[config.mk]
export PLATFORM = sky130hd
export DESIGN_NAME = matrix_multiply_4x4
export DESIGN_NICKNAME = d
export VERILOG_FILES = /design/src/hdl/mm4_pkg.sv /design/src/hdl/matrix_multiply_4x4.sv /design/src/hdl/mm4_datapath.sv /design/src/hdl/mm4_ctrl.sv
export SDC_FILE = /design/constraint.sdc
export NUM_CORES = 2
export LEC_CHECK = 0
export ABC_AREA = 1
export BUFFER_PORTS_ARGS = -buffer_cell sky130_fd_sc_hd__buf_4
export CORE_ASPECT_RATIO = 1.4
export CORE_MARGIN = 1
export CORE_UTILIZATION = 45
export CTS_CLUSTER_SIZE = 30
export DETAILED_ROUTE_END_ITERATION = 8
export GPL_TIMING_DRIVEN = 0
export PLACE_DENSITY = 0.71
export RECOVER_POWER = 100
export SLEW_MARGIN = 20
export SYNTH_ARGS = -nofsm -noshare
export SYNTH_HDL_FRONTEND = slang
export SYNTH_SLANG_ARGS = --single-unit
[constraint.sdc]
create_clock -name clk -period 11.2 [get_ports clk]
set_input_delay 1.68 -clock clk [delete_from_list [all_inputs] [get_ports clk]]
set_output_delay 1.68 -clock clk [all_outputs]
set_load 0.02 [all_outputs]
[src/hdl/mm4_pkg.sv]
`default_nettype none

package mm4_pkg;

  localparam int DATA_W            = 32;
  localparam int ROW_W             = 2;
  localparam int DIM_DEFAULT       = 4;
  localparam int FRAC_BITS_DEFAULT = 16;

  typedef struct packed {
    logic wr_en;     // store the input element
    logic wr_right;  // 0: left matrix, 1: right matrix
    logic rd_en;     // read one operand pair
    logic first;     // first term of a dot product
    logic last_k;    // last term of a dot product
    logic load_out;  // move finished sum into the output register
    logic out_last;  // final result of the run
  } mm4_cmd_t;

  typedef struct packed {
    logic acc_done;  // accumulator holds a complete dot product
    logic out_free;  // output register can take a new result this cycle
  } mm4_status_t;

endpackage

`default_nettype wire

[src/hdl/matrix_multiply_4x4.sv]
// channel   direction  handshake            fields
// in        input      in_valid / in_stall  element (32 s)
// out       output     out_valid / out_stall row (2), column (2), product (32 s), last (1)
//
// Load: one element per cycle, 2*DIM*DIM transfers (32 at DIM=4), A then B row-major.
// Compute: each product element comes from the single multiply-accumulate unit, which
//   does DIM reads from the two stores, a multiply and an accumulate per read, one output load.
// in_stall is high while products are computed; out_stall holds the result register and
//   pauses the next output load. rst is synchronous; stores are not cleared.
`default_nettype none

module matrix_multiply_4x4 import mm4_pkg::*; #(
  parameter int DIM       = DIM_DEFAULT,
  parameter int FRAC_BITS = FRAC_BITS_DEFAULT
) (
  input  wire logic                     clk,
  input  wire logic                     rst,
  input  wire logic                     in_valid,
  output logic                          in_stall,
  input  wire logic signed [DATA_W-1:0] element,
  output logic                          out_valid,
  input  wire logic                     out_stall,
  output logic [ROW_W-1:0]              row,
  output logic [ROW_W-1:0]              column,
  output logic signed [DATA_W-1:0]      product,
  output logic                          last
);

  localparam int CELL_W = $clog2(DIM * DIM);

  mm4_cmd_t          cmd;
  mm4_status_t       status;
  logic [CELL_W-1:0] wr_addr;
  logic [CELL_W-1:0] rd_left_addr;
  logic [CELL_W-1:0] rd_right_addr;
  logic [ROW_W-1:0]  res_row;
  logic [ROW_W-1:0]  res_column;

  mm4_ctrl #(
    .DIM    (DIM),
    .CELL_W (CELL_W)
  ) u_ctrl (
    .clk           (clk),
    .rst           (rst),
    .in_valid      (in_valid),
    .in_stall      (in_stall),
    .status        (status),
    .cmd           (cmd),
    .wr_addr       (wr_addr),
    .rd_left_addr  (rd_left_addr),
    .rd_right_addr (rd_right_addr),
    .res_row       (res_row),
    .res_column    (res_column)
  );

  mm4_datapath #(
    .DIM       (DIM),
    .FRAC_BITS (FRAC_BITS),
    .CELL_W    (CELL_W)
  ) u_datapath (
    .clk           (clk),
    .rst           (rst),
    .cmd           (cmd),
    .wr_addr       (wr_addr),
    .rd_left_addr  (rd_left_addr),
    .rd_right_addr (rd_right_addr),
    .res_row       (res_row),
    .res_column    (res_column),
    .element       (element),
    .status        (status),
    .out_valid     (out_valid),
    .out_stall     (out_stall),
    .row           (row),
    .column        (column),
    .product       (product),
    .last          (last)
  );

endmodule

`default_nettype wire

[src/hdl/mm4_datapath.sv]
`default_nettype none

module mm4_datapath import mm4_pkg::*; #(
  parameter int DIM       = DIM_DEFAULT,
  parameter int FRAC_BITS = FRAC_BITS_DEFAULT,
  parameter int CELL_W    = $clog2(DIM * DIM)
) (
  input  wire logic                     clk,
  input  wire logic                     rst,
  input  wire mm4_cmd_t                 cmd,
  input  wire logic [CELL_W-1:0]        wr_addr,
  input  wire logic [CELL_W-1:0]        rd_left_addr,
  input  wire logic [CELL_W-1:0]        rd_right_addr,
  input  wire logic [ROW_W-1:0]         res_row,
  input  wire logic [ROW_W-1:0]         res_column,
  input  wire logic signed [DATA_W-1:0] element,
  output mm4_status_t                   status,
  output logic                          out_valid,
  input  wire logic                     out_stall,
  output logic [ROW_W-1:0]              row,
  output logic [ROW_W-1:0]              column,
  output logic signed [DATA_W-1:0]      product,
  output logic                          last
);

  localparam int CELLS = DIM * DIM;
  localparam int ACC_W = 2 * DATA_W + $clog2(DIM);

  logic signed [DATA_W-1:0]   left_mem  [0:CELLS-1];
  logic signed [DATA_W-1:0]   right_mem [0:CELLS-1];
  logic signed [DATA_W-1:0]   left_q;
  logic signed [DATA_W-1:0]   right_q;
  logic signed [2*DATA_W-1:0] prod;
  logic signed [ACC_W-1:0]    acc;
  logic signed [ACC_W-1:0]    shifted;
  logic [ACC_W-DATA_W:0]      upper;
  logic signed [DATA_W-1:0]   sat;
  logic                       rd_valid, rd_first, rd_last;
  logic                       mul_valid, mul_first, mul_last;
  logic                       acc_done;

  always_ff @(posedge clk) begin
    if (cmd.wr_en && !cmd.wr_right) begin
      left_mem[wr_addr] <= element;
    end
    if (cmd.wr_en && cmd.wr_right) begin
      right_mem[wr_addr] <= element;
    end
    if (cmd.rd_en) begin
      left_q  <= left_mem[rd_left_addr];
      right_q <= right_mem[rd_right_addr];
    end
  end

  // read -> multiply -> accumulate
  always_ff @(posedge clk) begin
    if (rst) begin
      rd_valid  <= 1'b0;
      rd_first  <= 1'b0;
      rd_last   <= 1'b0;
      mul_valid <= 1'b0;
      mul_first <= 1'b0;
      mul_last  <= 1'b0;
      acc_done  <= 1'b0;
    end else begin
      rd_valid  <= cmd.rd_en;
      rd_first  <= cmd.first;
      rd_last   <= cmd.last_k;
      mul_valid <= rd_valid;
      mul_first <= rd_first;
      mul_last  <= rd_last;
      if (mul_valid && mul_last) begin
        acc_done <= 1'b1;
      end else if (cmd.load_out) begin
        acc_done <= 1'b0;
      end
    end
  end

  always_ff @(posedge clk) begin
    if (rd_valid) begin
      prod <= left_q * right_q;
    end
    if (mul_valid) begin
      acc <= mul_first ? ACC_W'(prod) : acc + ACC_W'(prod);
    end
  end

  // arithmetic shift floors; saturate when the high bits are not all sign
  assign shifted = acc >>> FRAC_BITS;
  assign upper   = shifted[ACC_W-1:DATA_W-1];

  always_comb begin
    if (&upper || ~|upper) begin
      sat = shifted[DATA_W-1:0];
    end else if (shifted[ACC_W-1]) begin
      sat = {1'b1, {(DATA_W-1){1'b0}}};
    end else begin
      sat = {1'b0, {(DATA_W-1){1'b1}}};
    end
  end

  always_ff @(posedge clk) begin
    if (rst) begin
      out_valid <= 1'b0;
    end else if (cmd.load_out) begin
      out_valid <= 1'b1;
    end else if (!out_stall) begin
      out_valid <= 1'b0;
    end
  end

  always_ff @(posedge clk) begin
    if (cmd.load_out) begin
      row     <= res_row;
      column  <= res_column;
      product <= sat;
      last    <= cmd.out_last;
    end
  end

  assign status.acc_done = acc_done;
  assign status.out_free = !out_valid || !out_stall;

endmodule

`default_nettype wire

[src/hdl/mm4_ctrl.sv]
`default_nettype none

module mm4_ctrl import mm4_pkg::*; #(
  parameter int DIM    = DIM_DEFAULT,
  parameter int CELL_W = $clog2(DIM * DIM)
) (
  input  wire logic              clk,
  input  wire logic              rst,
  input  wire logic              in_valid,
  output logic                   in_stall,
  input  wire mm4_status_t       status,
  output mm4_cmd_t               cmd,
  output logic [CELL_W-1:0]      wr_addr,
  output logic [CELL_W-1:0]      rd_left_addr,
  output logic [CELL_W-1:0]      rd_right_addr,
  output logic [ROW_W-1:0]       res_row,
  output logic [ROW_W-1:0]       res_column
);

  localparam int CELLS = DIM * DIM;
  localparam int CNT_W = $clog2(2 * CELLS);
  localparam int IDX_W = $clog2(DIM);

  typedef enum logic [2:0] {
    S_LOAD = 3'b001,
    S_MAC  = 3'b010,
    S_WAIT = 3'b100
  } state_t;

  state_t             state, state_next;
  logic [CNT_W-1:0]   count, count_next;
  logic [IDX_W-1:0]   r, r_next;
  logic [IDX_W-1:0]   c, c_next;
  logic [IDX_W-1:0]   k, k_next;
  logic               accept;
  logic               in_left;
  logic               k_end, c_end, r_end;

  assign in_stall = (state != S_LOAD);
  assign accept   = in_valid && !in_stall;
  assign in_left  = count < CNT_W'(CELLS);
  assign k_end    = (k == IDX_W'(DIM - 1));
  assign c_end    = (c == IDX_W'(DIM - 1));
  assign r_end    = (r == IDX_W'(DIM - 1));

  assign wr_addr       = in_left ? CELL_W'(count) : CELL_W'(count - CNT_W'(CELLS));
  assign rd_left_addr  = CELL_W'(r) * CELL_W'(DIM) + CELL_W'(k);
  assign rd_right_addr = CELL_W'(k) * CELL_W'(DIM) + CELL_W'(c);
  assign res_row       = ROW_W'(r);
  assign res_column    = ROW_W'(c);

  always_comb begin
    state_next = state;
    count_next = count;
    r_next     = r;
    c_next     = c;
    k_next     = k;
    cmd        = '0;
    unique case (state)
      S_LOAD: begin
        cmd.wr_en    = accept;
        cmd.wr_right = !in_left;
        if (accept) begin
          if (count == CNT_W'(2 * CELLS - 1)) begin
            count_next = '0;
            r_next     = '0;
            c_next     = '0;
            k_next     = '0;
            state_next = S_MAC;
          end else begin
            count_next = count + 1'b1;
          end
        end
      end
      S_MAC: begin
        cmd.rd_en  = 1'b1;
        cmd.first  = (k == '0);
        cmd.last_k = k_end;
        if (k_end) begin
          k_next     = '0;
          state_next = S_WAIT;
        end else begin
          k_next = k + 1'b1;
        end
      end
      S_WAIT: begin
        if (status.acc_done && status.out_free) begin
          cmd.load_out = 1'b1;
          cmd.out_last = r_end && c_end;
          if (c_end) begin
            c_next = '0;
            r_next = r + 1'b1;
          end else begin
            c_next = c + 1'b1;
          end
          state_next = (r_end && c_end) ? S_LOAD : S_MAC;
        end
      end
      default: begin
        state_next = S_LOAD;
      end
    endcase
  end

  always_ff @(posedge clk) begin
    if (rst) begin
      state <= S_LOAD;
      count <= '0;
      r     <= '0;
      c     <= '0;
      k     <= '0;
    end else begin
      state <= state_next;
      count <= count_next;
      r     <= r_next;
      c     <= c_next;
      k     <= k_next;
    end
  end

endmodule

`default_nettype wire

# == After elaboration in Yosys (flattened, before gate mapping) ==
# Memories as Yosys holds them, arrays and structs flattened. A register that Yosys moved wholly into a read port is not among the register bits.
# Cells that the tools add are included.
# word_totals
reg_bits,189
mem_bits_rw,1024
input_bits,36
output_inout_bits,39
wordCells,106
memories,2
# memory_table
memory,words,word_bits,read_ports,rd_ports_with_merged_regs,wr,line,rtl
u_datapath.left_mem,16,32,1,1,1,mm4_datapath.sv:29,logic signed [DATA_W-1:0] left_mem [0:CELLS-1];
u_datapath.right_mem,16,32,1,1,1,mm4_datapath.sv:30,logic signed [DATA_W-1:0] right_mem [0:CELLS-1];
# classes
n_addsub,8
mul,1
magnitude_cmp,1
n_eq_ne,14
mux,33
bitwise_logic,1
n_reduce_logical,27
# op_table
operator,n
adder 66 x 64 -> 66 bit,1
two-way mux 66 bit,1
multiplier 32 x 32 -> 64 bit,1
two-way mux 32 bit,2
two-way mux 2 bit,11
AND reduction 19 bit,1
OR reduction 19 bit,1
two-way mux 3 bit,5
inequality test 2 x 1 -> 1 bit (second input constant),6
case mux 2 bit (2 select lines),3
case mux 3 bit (3 select lines),1
adder 4 x 2 -> 4 bit,2
two-way mux 1 bit,8
AND reduction 4 bit,2
adder 2 x 1 -> 2 bit (second input constant),3
== test 2 bit (second input constant),3
logical AND 1 bit,6
logical NOT 1 bit,6
nonzero test 2 bit,3
adder 5 x 1 -> 5 bit (second input constant),1
== test 5 bit (second input constant),1
< comparator 5 bit (second input constant),1
two-way mux 5 bit,1
AND reduction 5 bit,1
12 further kinds,14

# == Depth between registers and ports, before layout ==
# depth
word_depth,8
ltp_mapped,30
depth_no_buf,29

# == Modules after synthesis ==
# A second synthesis with hierarchy kept.
# hier_totals
hier_cells,9248
area_unflattened_um2,93231.9
# modules_own_cells
module,n_inst,cells_each,area_each_um2,seq_area_each_um2
mm4_datapath,1,9122,92329.8,37846.3
mm4_ctrl,1,126,902.1,280.3

# == Worst setup path before layout ==
# Ideal clock, no wire load.
# synth_timing
kind,register to register
from,"register u_datapath.left_q[31], read port of u_datapath.left_mem"
to,register u_datapath.prod[58] (data pin)
setup_ns,0.253
t_arrival_ns,6.931
t_required_ns,10.947
setup_slack_ns,4.016
stages_incl_launch_ff,28
path_buffers,1
synth_period_minus_slack_ns,7.184
cell_sequence,edfxtp_1 -> clkbuf_1 -> nand2_1 -> inv_1 -> fa_1 -> inv_1 -> fa_1 -> inv_1 -> fa_1 -> fa_1 -> inv_1 -> fa_1 -> inv_1 -> fa_1 -> inv_1 -> fa_1 -> inv_1 -> fa_1 -> ha_1 -> nand2_1 -> nor2_1 -> inv_1 -> nor3_1 -> nand2_1 -> nor3_1 -> nand2_1 -> nand4_1 -> nand2_1
# synth_via
elab_chain_len,1
# synth_lines
element,line,rtl
from (decl),mm4_datapath.sv:31,logic signed [DATA_W-1:0] left_q;
multiplier 32 x 32 -> 64 bit,mm4_datapath.sv:82,prod <= left_q * right_q;
to (signal assigned),mm4_datapath.sv:82,
to (decl),mm4_datapath.sv:33,logic signed [2*DATA_W-1:0] prod;
# Every way passes these cells.
# A chain may end at the register's enable or synchronous reset.

# == Worst setup path in the final report ==
# layout_timing
from,"register u_datapath.left_q[31], read port of u_datapath.left_mem"
to,register u_datapath.prod[50] (data pin)
# The elaborated chain is that of the path after synthesis.

==> results.py <==
metrics = {
    "sta": {
        "rsz0062_at_grt": "false",
        "setup_viol": 0,
        "fin_tns_setup_ns": 0,
        "period_share": 0.9149,
        "skew_ns": 0.06298,
        "slew_violations": 1775,
        "hold_viol_final": 0,
        "max_slew.worst_pin.slew_ns": 3.031,
        "setup_ws_ns": 0.9526,
        "fin_crit_ns": 10.25,
        "fmax_ghz": 0.09759,
        "maxSlewHeadroom": -1.021,
    },
    "grt": {
        "grt_pass1_wl_mm": 487.8,
        "gr-total-overflow": 0,
        "grt_pass1_vias": 73087,
        "grt_start_max_net_pins": 42,
        "antenna_found_initial": 10,
        "grt_use_total": 0.3341,
    },
    "final_layout": {
        "area_delta_synth_final_pct": 8.495,
        "layoutNonFillerInstCount": 12157,
        "drive_above_1_share": 0.04020,
        "final_cell_area_um2": 99800,
        "num-nets-final": 10752,
        "fillerInstances": 18736,
    },
    "die": {
        "die_w_um": 384.1,
        "die_area_um2": 206200,
        "coreArea_um2": 203300,
        "io_pins": 75,
        "num_rows": 196,
        "die_y_um": 537.0,
        "start_util": 0.4525,
    },
    "synthesis": {
        "synth_nets": 10490,
        "syn_inst": 9113,
        "synth_edf_count": 1255,
        "yosys_warnings": 0,
        "synthArstFlopShare": 0,
        "ys_seq_area_frac": 0.4145,
        "yosysTopAreaCellShare": 0.4097,
        "ys_top_cells_by_area": "edfxtp_1, fa_1, inv_1, nand2_1, ha_1",
        "synth.largest_area_cell": "edfxtp_1",
        "ys_types": 58,
        "syn_area_um2": 91980,
        "synth_flop_cell": "edfxtp_1",
        "yosysMostFrequentCell": "inv_1",
        "yosys-top-cells-count": "inv_1, nand2_1, edfxtp_1, fa_1, nor2_1",
        "ys_ff_latch": 1277,
        "syn_area_per_cell_um2": 10.09,
    },
    "routing": {
        "detail-route-antenna-nets": 0,
        "drt-met1-wl_mm": 106.6,
        "finalWirelength_mm": 343.6,
        "vias": 69121,
        "via_per_inst": 5.686,
        "drt_iter0_markers": 6935,
        "wl_met3_mm": 24.34,
        "wl_met2_mm": 173.2,
        "highest_layer": "met5",
        "drc": 0,
        "first_pass_iters": 6,
        "wl_per_cell_um": 28.26,
    },
    "place": {
        "place_congestion": 1.085,
        "portBuffers": 73,
        "place_ws_ns": 0.9047,
        "dp_hpwl_mm": 272.6,
        "dpl-instance-area_um2": 97100,
        "dp.cells": 11930,
    },
    "setup_path": {
        "startpoint_type": "register",
        "cp_max_fo": 10,
        "end_kind": "register",
        "required_ns": 11.68,
        "worstSetupPathType": "register to register",
        "worstPathArrival_ns": 10.72,
    },
    "clock_network": {
        "holdBufCountCts": 0,
        "clk_pin_slew_worst_paths_ns": 0.07,
        "cts.sinks": 1277,
        "clock_latency_ns": 0.80,
        "postCtsSetupRepairBufs": 0,
        "cts_buffer_depth": 3,
        "cts_resized": 0,
        "htree_levels": 3,
        "clockRootBuffer": "clkbuf_16",
        "cts_buffers": 116,
        "cts_tree": "yes",
    },
    "power_and_ir_drop": {
        "power_mw": 9.608,
        "peakVddDrop_mv": 0.1951,
        "leakage_nw": 43.17,
        "powerDensity_nw_per_um2": 96.28,
    },
    "worst_hold_path": {
        "min_path_type": "register to register",
    },
    "outcome": {
        "failed_checks": "capacitance limit, slew limit",
        "outcome": "complete, but fails checks",
    },
    "flow_run": {
        "drv_cap": 75,
    },
}
[cell usage in the layout, fill, tap and decap left out, types with 22 or more instances in the layout]
cell and instances:
o32ai_1 37, inv_2 29, o221ai_1 179, mux2i_1 91
ha_1 258, nor2_2 22, clkbuf_16 116, o22ai_1 40
nor2_1 780, clkinv_2 30, clkbuf_1 471, fa_1 1083
dfxtp_1 22, nand2_1 1817, o211ai_1 81, nor3_1 33
buf_2 31, o21ai_0 511, nand4_1 26, o21bai_1 28
clkbuf_2 46, xnor2_1 22, edfxtp_1 1255, a21oi_1 185
xor2_1 45, nand3_1 200, nand3b_1 23, inv_1 1809
[where the power goes]
group	internal (mW)	leakage, nW	switching [mW]
clock network	2.29	1.94	1.90
registers	5.26	11.5	0.00577
logic	0.0178	29.8	0.128
total	7.57	43.2	2.04
[registers in the layout, indices dropped and copies added, names as in the netlist, 2 cells and up]
name / count
u_ctrl.count: 5
u_ctrl.k: 2
u_ctrl.res_column: 2
u_ctrl.res_row: 2
u_ctrl.state: 3
u_datapath.acc: 66
u_datapath.column: 2
u_datapath.left_mem: 512
u_datapath.left_q: 32
u_datapath.prod: 64
u_datapath.product: 32
u_datapath.right_mem: 512
u_datapath.right_q: 32
u_datapath.row: 2
[area by class of cell]
class                      instances  area [µm²]  area share
clock buffer                     134        3000     0.03006
antenna                            6       15.01   0.0001504
sequential                      1277       38130      0.3820
timing repair buffer             144       566.8    0.005679
buffer                           421        1763     0.01767
tap                             2673        3344     0.03351
inverter                        1840        6907     0.06921
clock inverter                    87        1001     0.01003
multi-input combinational       5575       45070      0.4516
[metrics by stage]
stage / hold slack [ns] / utilization
final: 0.4221 / 0.4909
after global routing: 0.4460 / 0.4908
after CTS: 0.4240 / 0.4973
after detailed placement: 0.4146 / 0.4776
after global placement: 0.3953 / 0.4716
after floorplan: 0.3883 / -
[worst max-delay path, stage by stage (launching register included)]
cell and delay (ns):
edfxtp_1 0.74, clkbuf_1 0.91, nand2_1 0.33, inv_1 0.16, fa_1 0.40, inv_1 0.26, fa_1 0.47, inv_1 0.26
fa_1 0.59, fa_1 0.88, inv_1 0.50, fa_1 0.63, inv_1 0.06, fa_1 0.53, inv_1 0.05, fa_1 0.63
inv_1 0.10, fa_1 0.46, ha_1 0.43, a21oi_1 0.25, o21ai_0 0.16, o21bai_1 0.28, a21oi_1 0.29, nand3_1 0.32
xor2_1 0.25
[routing by layer]
metal | GRT usage | vias up
met1 | 0.3295 | 34309
met2 | 0.5922 | 3902
met3 | 0.05389 | 1365
li1 | - | 29531
met5 | 0 | -
met4 | 0.3163 | 14
[worst paths after layout]
path	from	depth (start not counted)	to	slack, ns
hold reg to reg	u_datapath.rd_last	2	u_datapath.mul_last	0.42
hold / removal	u_datapath.rd_last	2	u_datapath.mul_last	0.42
setup reg to reg	u_datapath.left_q[31]	24	u_datapath.prod[50]	0.95
setup / recovery	u_datapath.left_q[31]	24	u_datapath.prod[50]	0.95
[kinds of logic after synthesis]
group | Yosys count | share of synthesized area
AO/OA/AOI/OAI | 1113 | 0.07431
XOR/XNOR | 67 | 0.006380
adder cells (fa/ha/maj) | 1341 | 0.2708
buffers and inverters | 2261 | 0.09395
flip-flops | 1277 | 0.4145
multiplexers | 91 | 0.009903
AND/OR/NAND/NOR | 2963 | 0.1302
Power figures use the tool's default switching activity.
